[src/blc_pkg.sv]
// Shared types and constants for the backlight level controller.
// Used by blc_update and backlight_level_controller_core; no dependencies.
`default_nettype none

package blc_pkg;

    // Level registers are wide enough for any supported maximum level (up to 255).
    localparam int LEVEL_W = 8;
    localparam int IDLE_W  = 27;
    localparam int LIGHT_W = 16;
    localparam int DUTY_W  = 7;

    // Ambient readings above this are treated as full scale.
    localparam int LIGHT_FULL = 100;
    // Fractional bits of the fixed-point scale in the target mapping.
    localparam int SCALE_SHIFT = 14;

    typedef enum logic [2:0] {
        CMD_RESUME   = 3'd0,
        CMD_DIM      = 3'd1,
        CMD_STEP     = 3'd2,
        CMD_SET_AUTO = 3'd3,
        CMD_ACTIVITY = 3'd4,
        CMD_TICK     = 3'd5,
        CMD_LIGHT    = 3'd6
    } cmd_t;

    typedef struct packed {
        cmd_t                      command;
        logic [7:0]                level_request;
        logic signed [7:0]         level_delta;
        logic                      auto_enable;
        logic [LIGHT_W-1:0]        light_reading;
    } blc_item_t;

    typedef struct packed {
        logic [LEVEL_W-1:0] level;
        logic               auto_flag;
        logic [LEVEL_W-1:0] stored_level;
        logic               stored_auto;
        logic               asleep;
        logic [IDLE_W-1:0]  idle_count;
        logic [LEVEL_W-1:0] drive;
    } blc_state_t;

endpackage

`default_nettype wire

[src/backlight_level_controller_core.sv]
// Top level of the backlight level controller: input register, state, result register.
// Depends on blc_pkg and blc_update.
`default_nettype none

// Each input item is one backlight event (resume, dim, step, set auto, activity,
// millisecond tick or ambient light sample) and yields exactly one status item with
// the applied duty, the live level, the auto flag and the sleep flag. An item is
// captured in the input register. When the output register is free or being read, it
// is applied to the state registers, and its status is loaded into the output register
// at that same edge. A new item is taken every cycle while the output side keeps up.
// The combinational state update through blc_update sets that rate. The idle limit is
// written through cfg_wr_en/cfg_wr_data; zero disables idle sleep.
module backlight_level_controller_core #(
    parameter int MAX_LEVEL = 100
) (
    input  logic        aclk,
    input  logic        aresetn,

    input  logic        cfg_wr_en,
    input  logic [26:0] cfg_wr_data,     // idle_limit_ms

    input  logic        s_axis_tvalid,
    output logic        s_axis_tready,
    // level_request[7:0], level_delta[15:8], auto_enable[16], light_reading[32:17], zero fill
    input  logic [39:0] s_axis_tdata,
    input  logic [2:0]  s_axis_tuser,    // command[2:0]

    output logic        m_axis_tvalid,
    input  logic        m_axis_tready,
    // duty_percent[6:0], current_level[13:7], auto_active[14], sleeping[15]
    output logic [15:0] m_axis_tdata
);
    import blc_pkg::*;

    localparam int RESET_LEVEL = (60 < MAX_LEVEL) ? 60 : MAX_LEVEL;
    localparam logic [IDLE_W-1:0] IDLE_LIMIT_RESET = IDLE_W'(30000);

    logic [IDLE_W-1:0] idle_limit_reg;
    logic              in_valid_reg;
    blc_item_t         in_item_reg;
    blc_state_t        state_reg;
    blc_state_t        state_next;
    logic              out_valid_reg;
    logic [15:0]       out_data_reg;
    logic              advance;
    blc_item_t         s_item;

    assign advance       = in_valid_reg && (!out_valid_reg || m_axis_tready);
    assign s_axis_tready = !in_valid_reg || advance;
    assign m_axis_tvalid = out_valid_reg;
    assign m_axis_tdata  = out_data_reg;

    assign s_item.command       = cmd_t'(s_axis_tuser);
    assign s_item.level_request = s_axis_tdata[7:0];
    assign s_item.level_delta   = $signed(s_axis_tdata[15:8]);
    assign s_item.auto_enable   = s_axis_tdata[16];
    assign s_item.light_reading = s_axis_tdata[32:17];

    blc_update #(
        .MAX_LEVEL (MAX_LEVEL)
    ) u_update (
        .item       (in_item_reg),
        .cur        (state_reg),
        .idle_limit (idle_limit_reg),
        .nxt        (state_next)
    );

    always_ff @(posedge aclk) begin
        if (!aresetn) begin
            idle_limit_reg         <= IDLE_LIMIT_RESET;
            in_valid_reg           <= 1'b0;
            out_valid_reg          <= 1'b0;
            state_reg.level        <= LEVEL_W'(RESET_LEVEL);
            state_reg.auto_flag    <= 1'b0;
            state_reg.stored_level <= LEVEL_W'(RESET_LEVEL);
            state_reg.stored_auto  <= 1'b0;
            state_reg.asleep       <= 1'b0;
            state_reg.idle_count   <= '0;
            state_reg.drive        <= LEVEL_W'(RESET_LEVEL);
        end else begin
            if (cfg_wr_en) begin
                idle_limit_reg <= cfg_wr_data;
            end
            if (s_axis_tvalid && s_axis_tready) begin
                in_valid_reg <= 1'b1;
            end else if (advance) begin
                in_valid_reg <= 1'b0;
            end
            if (advance) begin
                state_reg     <= state_next;
                out_valid_reg <= 1'b1;
            end else if (m_axis_tready) begin
                out_valid_reg <= 1'b0;
            end
        end
    end

    // Payload registers carry no reset.
    always_ff @(posedge aclk) begin
        if (s_axis_tvalid && s_axis_tready) begin
            in_item_reg <= s_item;
        end
        if (advance) begin
            out_data_reg <= {state_next.asleep, state_next.auto_flag,
                             state_next.level[DUTY_W-1:0], state_next.drive[DUTY_W-1:0]};
        end
    end

    // The live level always stays within 1..MAX_LEVEL.
    assert property (@(posedge aclk) disable iff (!aresetn)
        state_reg.level >= LEVEL_W'(1) && state_reg.level <= LEVEL_W'(MAX_LEVEL))
        else $error("level outside 1..MAX_LEVEL");

    // While awake, the applied drive follows the live level.
    assert property (@(posedge aclk) disable iff (!aresetn)
        !state_reg.asleep |-> state_reg.drive == state_reg.level)
        else $error("drive differs from level while awake");

    // An item leaving the input register always lands in the result register.
    assert property (@(posedge aclk) disable iff (!aresetn)
        advance |=> out_valid_reg)
        else $error("processed item produced no result");

    // An item held in the input register is not dropped while the output stalls.
    assert property (@(posedge aclk) disable iff (!aresetn)
        in_valid_reg && !advance |=> in_valid_reg)
        else $error("pending item lost");

endmodule

`default_nettype wire

[src/blc_update.sv]
// Next-state logic of the backlight controller for one event item.
// Depends on blc_pkg for the item and state types and the command codes.
`default_nettype none

module blc_update #(
    parameter int MAX_LEVEL = 100
) (
    input  blc_pkg::blc_item_t            item,
    input  blc_pkg::blc_state_t           cur,
    input  logic [blc_pkg::IDLE_W-1:0]    idle_limit,
    output blc_pkg::blc_state_t           nxt
);
    import blc_pkg::*;

    // target - 1 = floor(v * (MAX_LEVEL-1) / 100) computed as (v * SCALE_K) >> SCALE_SHIFT.
    // The rounding error of SCALE_K stays below 1/100 for v up to 100, so the floor is exact.
    localparam int SCALE_K = (((MAX_LEVEL - 1) << SCALE_SHIFT) + LIGHT_FULL - 1) / LIGHT_FULL;
    localparam int PROD_W  = 24;
    localparam int SUM_W   = LEVEL_W + 2;

    logic signed [SUM_W-1:0]   step_sum;
    logic [LEVEL_W-1:0]        step_level;
    logic [LEVEL_W-1:0]        dim_level;
    logic [6:0]                light_sat;
    logic [PROD_W-1:0]         scale_prod;
    logic [LEVEL_W-1:0]        target;
    logic [IDLE_W-1:0]         idle_inc;

    always_comb begin
        step_sum = $signed({2'b00, cur.level}) + SUM_W'(item.level_delta);
        if (step_sum < SUM_W'(1)) begin
            step_level = LEVEL_W'(1);
        end else if (step_sum > SUM_W'(MAX_LEVEL)) begin
            step_level = LEVEL_W'(MAX_LEVEL);
        end else begin
            step_level = step_sum[LEVEL_W-1:0];
        end

        if (item.level_request < 8'd1) begin
            dim_level = LEVEL_W'(1);
        end else if ({1'b0, item.level_request} > 9'(MAX_LEVEL)) begin
            dim_level = LEVEL_W'(MAX_LEVEL);
        end else begin
            dim_level = LEVEL_W'(item.level_request);
        end

        light_sat  = (item.light_reading > LIGHT_W'(LIGHT_FULL)) ?
                     7'(LIGHT_FULL) : item.light_reading[6:0];
        scale_prod = PROD_W'(light_sat) * PROD_W'(SCALE_K);
        target     = LEVEL_W'(scale_prod >> SCALE_SHIFT) + LEVEL_W'(1);

        idle_inc = (cur.idle_count == '1) ? cur.idle_count : cur.idle_count + IDLE_W'(1);
    end

    always_comb begin
        nxt = cur;
        case (item.command)
            CMD_RESUME: begin
                nxt.auto_flag = cur.stored_auto;
                nxt.level     = cur.stored_level;
                nxt.drive     = cur.stored_level;
            end
            CMD_DIM: begin
                nxt.auto_flag = 1'b0;
                nxt.level     = dim_level;
                nxt.drive     = dim_level;
            end
            CMD_STEP: begin
                nxt.auto_flag    = 1'b0;
                nxt.stored_auto  = 1'b0;
                nxt.level        = step_level;
                nxt.drive        = step_level;
                nxt.stored_level = step_level;
            end
            CMD_SET_AUTO: begin
                nxt.auto_flag   = item.auto_enable;
                nxt.stored_auto = item.auto_enable;
                if (!item.auto_enable) begin
                    nxt.level = cur.stored_level;
                    nxt.drive = cur.stored_level;
                end
            end
            CMD_ACTIVITY: begin
                nxt.idle_count = '0;
                if (cur.asleep) begin
                    nxt.asleep = 1'b0;
                    nxt.drive  = cur.level;
                end
            end
            CMD_TICK: begin
                nxt.idle_count = idle_inc;
                if (idle_limit != '0 && !cur.asleep && idle_inc > idle_limit) begin
                    nxt.asleep = 1'b1;
                    nxt.drive  = '0;
                end
            end
            CMD_LIGHT: begin
                // Glide one step toward the mapped target; target never exceeds MAX_LEVEL.
                if (cur.auto_flag && !cur.asleep) begin
                    if (target > cur.level) begin
                        nxt.level = cur.level + LEVEL_W'(1);
                        nxt.drive = cur.level + LEVEL_W'(1);
                    end else if (target < cur.level) begin
                        nxt.level = cur.level - LEVEL_W'(1);
                        nxt.drive = cur.level - LEVEL_W'(1);
                    end
                end
            end
            default: begin
                nxt = cur;
            end
        endcase
    end

endmodule

`default_nettype wire

[config.mk]
export PLATFORM = sky130hd
export DESIGN_NAME = backlight_level_controller_core
export DESIGN_NICKNAME = d
export VERILOG_FILES = /design/src/blc_pkg.sv /design/src/backlight_level_controller_core.sv /design/src/blc_update.sv
export SDC_FILE = /design/constraint.sdc
export NUM_CORES = 1
export LEC_CHECK = 0
export BUFFER_PORTS_ARGS = -buffer_cell sky130_fd_sc_hd__buf_2
export CAP_MARGIN = 5
export CORE_ASPECT_RATIO = 1.4
export CORE_MARGIN = 10
export CORE_UTILIZATION = 44
export CTS_CLUSTER_SIZE = 8
export DETAILED_ROUTE_END_ITERATION = 10
export PLACE_DENSITY_LB_ADDON = 0.25
export SLEW_MARGIN = 40
export SYNTH_ARGS = -nofsm -noshare
export SYNTH_HDL_FRONTEND = slang
export SYNTH_SLANG_ARGS = --single-unit
[constraint.sdc]
create_clock -name aclk -period 11.75 [get_ports aclk]
set_clock_uncertainty 0.1 [all_clocks]
set_input_delay 1.7625 -clock aclk [delete_from_list [all_inputs] [get_ports aclk]]
set_output_delay 1.7625 -clock aclk [all_outputs]
set_load 0.05 [all_outputs]
---- Word level (Yosys, flattened, before mapping) ----
Cells that the tools add are included.
word-level totals
  bits of input ports ..................... 75
  memories ................................ 0
  latch bits .............................. 0
  RAM bits ................................ 0
  register bits ........................... 134
  word-level logic and storage cells ...... 89
  output and inout bits ................... 18
  ROM bits ................................ 0
operators by class
  $add $sub $neg .......................... 5
  reduce and logical (&&, ||, !) cells .... 22
  magnitude comparators ................... 8
  multiplexer cells ....................... 26
  shifts and indexed selects .............. 0
  div/mod/pow operators ................... 0
  bitwise operators ....................... 0
  multipliers ............................. 1
  eq/ne operators ......................... 10
operators by type and width
  cell                   count
  $mux 8                 8
  $pmux 28 s2            1
  $mux 7                 7
  $pmux 7 s7             1
  $pmux 8 s5             1
  $add 27x1->27 const B  1
  $eq 27x27->1 const B   1
  $gt 27x27->1           1
  $mux 27                1
  $reduce_bool 27->1     1
  $mul 7x14->21 const B  1
  $gt 16x7->1 const B    1
  $add 9x8->10           1
  $gt 10x8->1 const B    1
  $lt 10x2->1 const B    1
  $eq 3x3->1 const B     3
  $add 7x1->8 const B    1
  $add 8x1->8 const B    1
  $gt 8x7->1 const B     1
  $gt 8x8->1             1
  $lt 8x1->1 const B     1
  $lt 8x8->1             1
  $reduce_bool 2->1      4
  $sub 8x1->8 const B    1
  16 further kinds       30

---- Depth between registers and ports, before layout ----
Gate-level depths: netlist of the first run.
  depth after elaboration ................. 9
  depth in mapped cells ................... 37
  depth with buffers taken out ............ 35

---- By module ----
Synthesis of the first run repeated with hierarchy kept, for this count alone.
second synthesis, totals
  cell total of the unflattened synthesis .. 1294
  area total of the unflattened synthesis .. 11165.7 µm²
by module, submodules not included
  module                           area an instance (µm²)  cells an instance  seq. area each (µm²)  instances
  blc_update                       6306.0                  909                0.0                   1
  backlight_level_controller_core  4859.7                  385                3223.1                1

---- Worst setup path before layout of the first run ----
OpenSTA, ideal clock, no wires.
  path type ............................... register -> register
  start point ............................. reg in_item_reg[15] in the netlist's numbering
  end point ............................... reg out_data_reg[10] (netlist: m_axis_tdata[10]) (data pin)
  period minus slack after synthesis ...... 8.350 ns
  setup time .............................. 0.274 ns
  buffers on the path ..................... 1
  stages on the path, launching flop included .. 34
  slack ................................... 3.400 ns
  data arrival time ....................... 7.976 ns
  data required time ...................... 11.376 ns
  cells stage by stage .................... edfxtp_1 > nor4_1 > nand3_1 > or3_1 > fa_1 > inv_1 > fa_1 > inv_1 > fa_1 > inv_1 > fa_1 > inv_1 > ha_1 > nand3_1 > o221ai_1 > a21oi_1 > or3b_2 > clkbuf_1 > xor2_1 > ha_1 > a21bo_2 > nor4_1 > o22ai_1 > o211ai_1 > xnor2_1 > ha_1 > a21o_1 > a21oi_1 > nand2_1 > a221oi_1 > nor3_1 > o21ai_0 > nor3b_1 > a21oi_1
RTL lines
  element                 RTL line                                source
  from (decl)             backlight_level_controller_core.sv:40   blc_item_t in_item_reg;
  from (signal assigned)  backlight_level_controller_core.sv:101  in_item_reg <= s_item;
  to (signal assigned)    backlight_level_controller_core.sv:104  out_data_reg <= {state_next.asleep, state_next.auto_flag,
  to (decl)               backlight_level_controller_core.sv:44   logic [15:0] out_data_reg;

==> summary.md, run 1 <==
| Metric | Value |
|---|---|
| Clock root cell | clkbuf_16 |
| Final Hold Violating Endpoints | 0 |
| Data arrival, critical path | 9600 ps |
| Leading area contributor after synthesis | dfxtp_1 |
| Synth top area share | 0.162 |
| Seq/Total Area, Yosys | 0.315 |
| Routed vias/inst | 5.71 |
| Status | completed |
| CTS Buffer Depth | 2 |
| Mean Syn Cell Area | 8.70 um2 |
| Placed inst area | 0.0108 mm2 |
| Max Cap Viol | 0 |
| Final net count | 1427 |
| Asr flop ratio synth | 0 |
| Rows | 65 |
| H-tree levels | 4 |
| Power Density | 112 mW/mm2 |
| Top post-synthesis cells by count | nor2_1, inv_1, nand2_1, ha_1, a21oi_1 |
| Post-Synth Simple-Gate Area | 0.180 |
| Setup CP Type | reg2reg |
| First-pass GRT wire length | 46100 um |
| Final Cycle Share | 0.814 |
| First-pass DRT Iterations | 6 |
| Post-Synth XOR/XNOR Area | 0.0440 |
| Clock Pin Slew Worst Setup and Hold Paths | 50 ps |
| Largest family of logic cells by synthesized area | compound AO/OA/AOI/OAI gates |
| Post-CTS Setup Bufs | 0 |
| Worst hold path type | reg2reg |
| Worst reg-to-reg setup slack | 2190 ps |
| DRT antenna net count | 0 |
| Final standard cell area without fillers | 0.0114 mm2 |
| Via count | 8815 |
| GRT Residual Overflow | 0 |
| IO buf count | 85 |
| Max reg flops | 53 |
| Worst Tran Pin Value | 788 ps |
| Fin worst setup slack | 2190 ps |
| Antenna violations before repair | 0 |
| Number of enable flip-flop cells after synthesis | 52 |
| Compound-Gate Fraction of Synth Area | 0.192 |
| Crit end category | register |
| Minimum clock period after layout | 9560 ps |
| Post-synthesis mux area share | 0.0347 |
| Drt drc | 0 |
| PnR Total Power | 1280 uW |
| Cells after Synth | 1167 |
| Worst vdd ir | 0.109 mV |
| Slowest stage delay, CP | 670 ps |
| Hpwl dp | 22500 um |
| CP bufs+invs | 4 |
| Starting density of the core | 0.449 |
| Synthesized cell area | 0.0102 mm2 |
| Critical path fanouts, max | 9 |
| Leak | 0.00492 uW |
| Synth-to-Final Area Change | 12.5% |
| Core area | 0.0226 mm2 |
| TritonCTS clock tree | built |
| Max Slew Vio Count | 0 |
| Drt wl/cell | 18.6 um |
| Skew-Pair Late Insertion Delay | 430 ps |
| Layout cells sized above 1 | 0.119 |
| CTS resizes | 0 |
| Cell family with most CP delay | adder cells |
| Final setup vio count | 0 |
| Placed Cells | 1511 |
| RSZ-0062 raised after global routing | false |
| Worst Path Required | 11790 ps |
| Sink Count | 134 |
| Vias in the first global route | 9007 |
| Net Count, Synth | 1365 |
| Top post-synthesis cells by area | dfxtp_1, edfxtp_1, ha_1 |
| Non-Filler Instances | 1544 |
| Setup TNS | 0 ps |
| Fmax | 105 MHz |
| I/O Pins | 93 |
| Die area | 0.0296 mm2 |
| Most instantiated library cell after synthesis | nor2_1 |
| Slowest CP cell | fa_1 |
| Global placement routability congestion | 0.924 |
| GRT Util Overall | 0.196 |
| Crit path launch type | register |
| Synth cell types | 76 |
| 1st-iter DRT viols | 526 |
| Main synth FF type | dfxtp_1 |
| Adder-cell area share of the yosys netlist | 0.175 |
| Max_slew headroom | 0.475 |
| Num CTS Buffers | 17 |
| Worst slack at placement | 2280 ps |
| Die width | 148 um |
| WL final | 28700 um |
| Die height | 200 um |
| Post-CTS Hold Fix Bufs | 0 |
| Largest net degree at the start of global routing | 57 |
| Seq cells post-synth | 134 |
| Yosys warns | 0 |
cell families after synthesis:
family	count (synthesis)
DFF	134
buffers and inverters	154
muxes	35
adders and majority gates	123
and+or+nand+nor	381
xor gates and xnor gates	51
AOI/OAI and AO/OA	289
worst paths after layout:
check / cells past startpoint / endpoint / startpoint
max reg2reg: 32 / m_axis_tdata[10] / in_item_reg[15]
min reg2reg: 2 / state_reg[36] / state_reg[36]
max: 32 / m_axis_tdata[10] / in_item_reg[15]
min: 2 / state_reg[36] / state_reg[36]
cells in the final DEF (no fill, tap or decap), types with 24 or more instances in the layout:
cell type | Yosys | routed
mux2i_1 | 33 | 33
xnor2_1 | 38 | 38
nand2_1 | 96 | 96
edfxtp_1 | 52 | 52
ha_1 | 91 | 91
o21ai_0 | 43 | 43
nor3_1 | 30 | 30
inv_1 | 106 | 105
nor2_1 | 109 | 107
a21oi_1 | 83 | 83
a21o_1 | 24 | 24
nand3_1 | 31 | 31
dfxtp_1 | 82 | 82
buf_2 | 2 | 85
fa_1 | 32 | 32
per-stage QoR:
stage / utilization / hold slack, ps
after global routing: 0.505 / 382
after CTS: 0.505 / 363
after global placement: 0.478 / 348
after detailed placement: 0.478 / 355
final: 0.505 / 364
after floorplan: - / 332
where the power goes:
part	leakage [uW]	switching [uW]	internal [uW]
clock network	0.000303	208	343
logic	0.00344	125	73.1
registers	0.00117	23.4	507
per-layer routing:
metal	vias to the layer above	global-route usage	part of all wire
met5	-	0	0
met4	0	0.110	0.049
met3	70	0.0322	0.032
met2	208	0.378	0.55
met1	4212	0.195	0.37
li1	4325	-	-
layout make-up:
type	instances	area (um2)
Antenna cell	1	2.50
Inverter	108	405
Clock inverter	10	114
Sequential cell	134	3200
Clock buffer	22	497
Tap cell	301	377
Timing Repair Buffer	89	455
Multi-Input combinational cell	879	6370
Fill cell	2219	11200
worst min-delay path, stage by stage (launching register included):
cell	delay (ps)
dfxtp_1	310
nand2_1	50
a21oi_1	50
Note: power is estimated with default switching activity, not from simulation.
==> run 2, diff against run 1 <==
ABC_AREA = 1   (was not set)
clock period = 9.8 ns   (was 11.75 ns; I/O delays follow)
==> summary.md, run 2 <==
| Metric | Value |
|---|---|
| Status | completed |
| Max reg flops | 53 |
| Most common cell after layout, fill and taps aside | nand2_1 |
| Net Count, Synth | 1634 |
| PnR Total Power | 1480 uW |
| IO buf count | 85 |
| Seq/Total Area, Yosys | 0.307 |
| Worst vdd ir | 0.124 mV |
| Fmax | 128 MHz |
| GRT Util Overall | 0.185 |
| H-tree levels | 4 |
| Final Hold Violating Endpoints | 0 |
| Drt wl/cell | 15.2 um |
| Global placement routability congestion | 0.938 |
| 1st-iter DRT viols | 512 |
| Clock Pin Slew Worst Setup and Hold Paths | 60 ps |
| Fin util | 0.502 |
| Leading area contributor after synthesis | dfxtp_1 |
| Skew-Pair Late Insertion Delay | 430 ps |
| WL final | 27800 um |
| Main synth FF type | dfxtp_1 |
| Leak | 0.00557 uW |
| Clock root cell | clkbuf_16 |
| Die area | 0.0304 mm2 |
| Cells after Synth | 1436 |
| Final Cycle Share | 0.799 |
| I/O Pins | 93 |
| Power Density | 126 mW/mm2 |
| Antenna violations before repair | 0 |
| Largest net degree at the start of global routing | 57 |
| GRT Residual Overflow | 0 |
| Slowest CP cell | fa_1 |
| Post-CTS Setup Bufs | 0 |
| Crit end category | register |
| Core area | 0.0233 mm2 |
| Hpwl dp | 21700 um |
| Final net count | 1712 |
| DRT antenna net count | 0 |
| Seq cells post-synth | 134 |
| Setup TNS | 0 ps |
| CTS Buffer Depth | 2 |
| TritonCTS clock tree | built |
| Mean Syn Cell Area | 7.26 um2 |
| Data arrival, critical path | 7900 ps |
| Max_slew headroom | 0.465 |
| Most instantiated library cell after synthesis | nand2_1 |
| RSZ-0062 raised after global routing | false |
| Routed vias/inst | 5.21 |
| Area occupied by multi-input gates | 0.00620 mm2 |
| Placed inst area | 0.0111 mm2 |
| First-pass DRT Iterations | 5 |
| Die height | 202 um |
| Reg area | 0.00320 mm2 |
| Worst hold path type | reg2reg |
| Synth-to-Final Area Change | 12.2% |
| Yosys warns | 0 |
| Drt drc | 0 |
| Final setup vio count | 0 |
| Critical path's most frequent cell | nand2_1 |
| Max Slew Vio Count | 0 |
| Worst reg-to-reg setup slack | 1970 ps |
| Worst Tran Pin Value | 800 ps |
| Slowest stage delay, CP | 570 ps |
| Vias in the first global route | 9426 |
| First-pass GRT wire length | 45200 um |
| Top post-synthesis cells by area | dfxtp_1, edfxtp_1, nand2_1 |
| Crit path launch type | register |
| Sink Count | 134 |
| Setup CP Type | reg2reg |
| CTS resizes | 0 |
| Max Cap Viol | 0 |
| # fillers | 2326 |
| Synthesized cell area | 0.0104 mm2 |
| Minimum clock period after layout | 7830 ps |
| Final standard cell area without fillers | 0.0117 mm2 |
| Top post-synthesis cells by count | nand2_1, inv_1, a21oi_1, nor2_1, ha_1 |
| Synth cell types | 52 |
| Critical path fanouts, max | 11 |
| Rows | 66 |
| Layout cells sized above 1 | 0.103 |
| Worst Path Required | 9870 ps |
| Synth top area share | 0.157 |
| Num CTS Buffers | 17 |
| Post-CTS Hold Fix Bufs | 0 |
| Die width | 150 um |
| Hold slack | 345 ps |
| Via count | 9542 |
| Number of enable flip-flop cells after synthesis | 52 |
| Asr flop ratio synth | 0 |
| Antenna fix cells | 0 |
| Starting density of the core | 0.448 |
| Most frequent cells in the layout | nand2_1, inv_1, a21oi_1 |
run 2: critical path: cells and delay by family (launching register included):
kind	cells	cell delay, ps
buffers and inverters	6	570
AOI/OAI and AO/OA	5	820
adders and majority gates	7	2680
and+or+nand+nor	21	2970
DFF	1	410
run 2: final timing paths:
path / from / end / cells past startpoint
min reg2reg: state_reg[44] / state_reg[44] / 2
min: state_reg[44] / state_reg[44] / 2
max reg2reg: in_item_reg[0] / m_axis_tdata[12] / 39
max: in_item_reg[0] / m_axis_tdata[12] / 39
run 2: cell families (layout without fill, tap and decap cells):
group | after synthesis | in the layout | share of synthesized area
AO/OA/AOI/OAI | 260 | 260 | 0.135
XOR/XNOR | 36 | 36 | 0.0309
adder cells (fa/ha/maj) | 123 | 123 | 0.171
buffers and inverters | 269 | 360 | 0.0987
flip-flops | 134 | 134 | 0.307
AND/OR/NAND/NOR | 614 | 614 | 0.258
run 2: area by class of cell:
cell class	count	share of cell area
Clock inverter	10	0.00791
Timing Repair Buffer	89	0.0389
Sequential cell	134	0.274
Tap cell	306	0.0327
Inverter	239	0.0767
Multi-Input combinational cell	1033	0.530
Clock buffer	22	0.0397
run 2: metrics by stage:
step / instances / setup slack (ps)
floorplan: 1436 / 2970
global placement: 1801 / 1970
detailed placement: 1801 / 1910
CTS: 1833 / 1890
global route: 1833 / 931
finish: 1833 / 1970
run 2: power breakdown:
| group | total (uW) | switching (uW) | internal (uW) |
|---|---|---|---|
| registers | 630 | 20.0 | 610 |
| clock network | 614 | 250 | 364 |
| logic | 234 | 159 | 75.5 |
run 2: routing by layer:
layer | track usage | wire (um) | vias up | share of wire
met5 | 0 | 0 | - | 0
li1 | - | - | 4858 | -
met1 | 0.201 | 11300 | 4389 | 0.41
met4 | 0.0905 | 975 | 0 | 0.035
met2 | 0.334 | 14500 | 232 | 0.52
met3 | 0.0311 | 1020 | 63 | 0.037
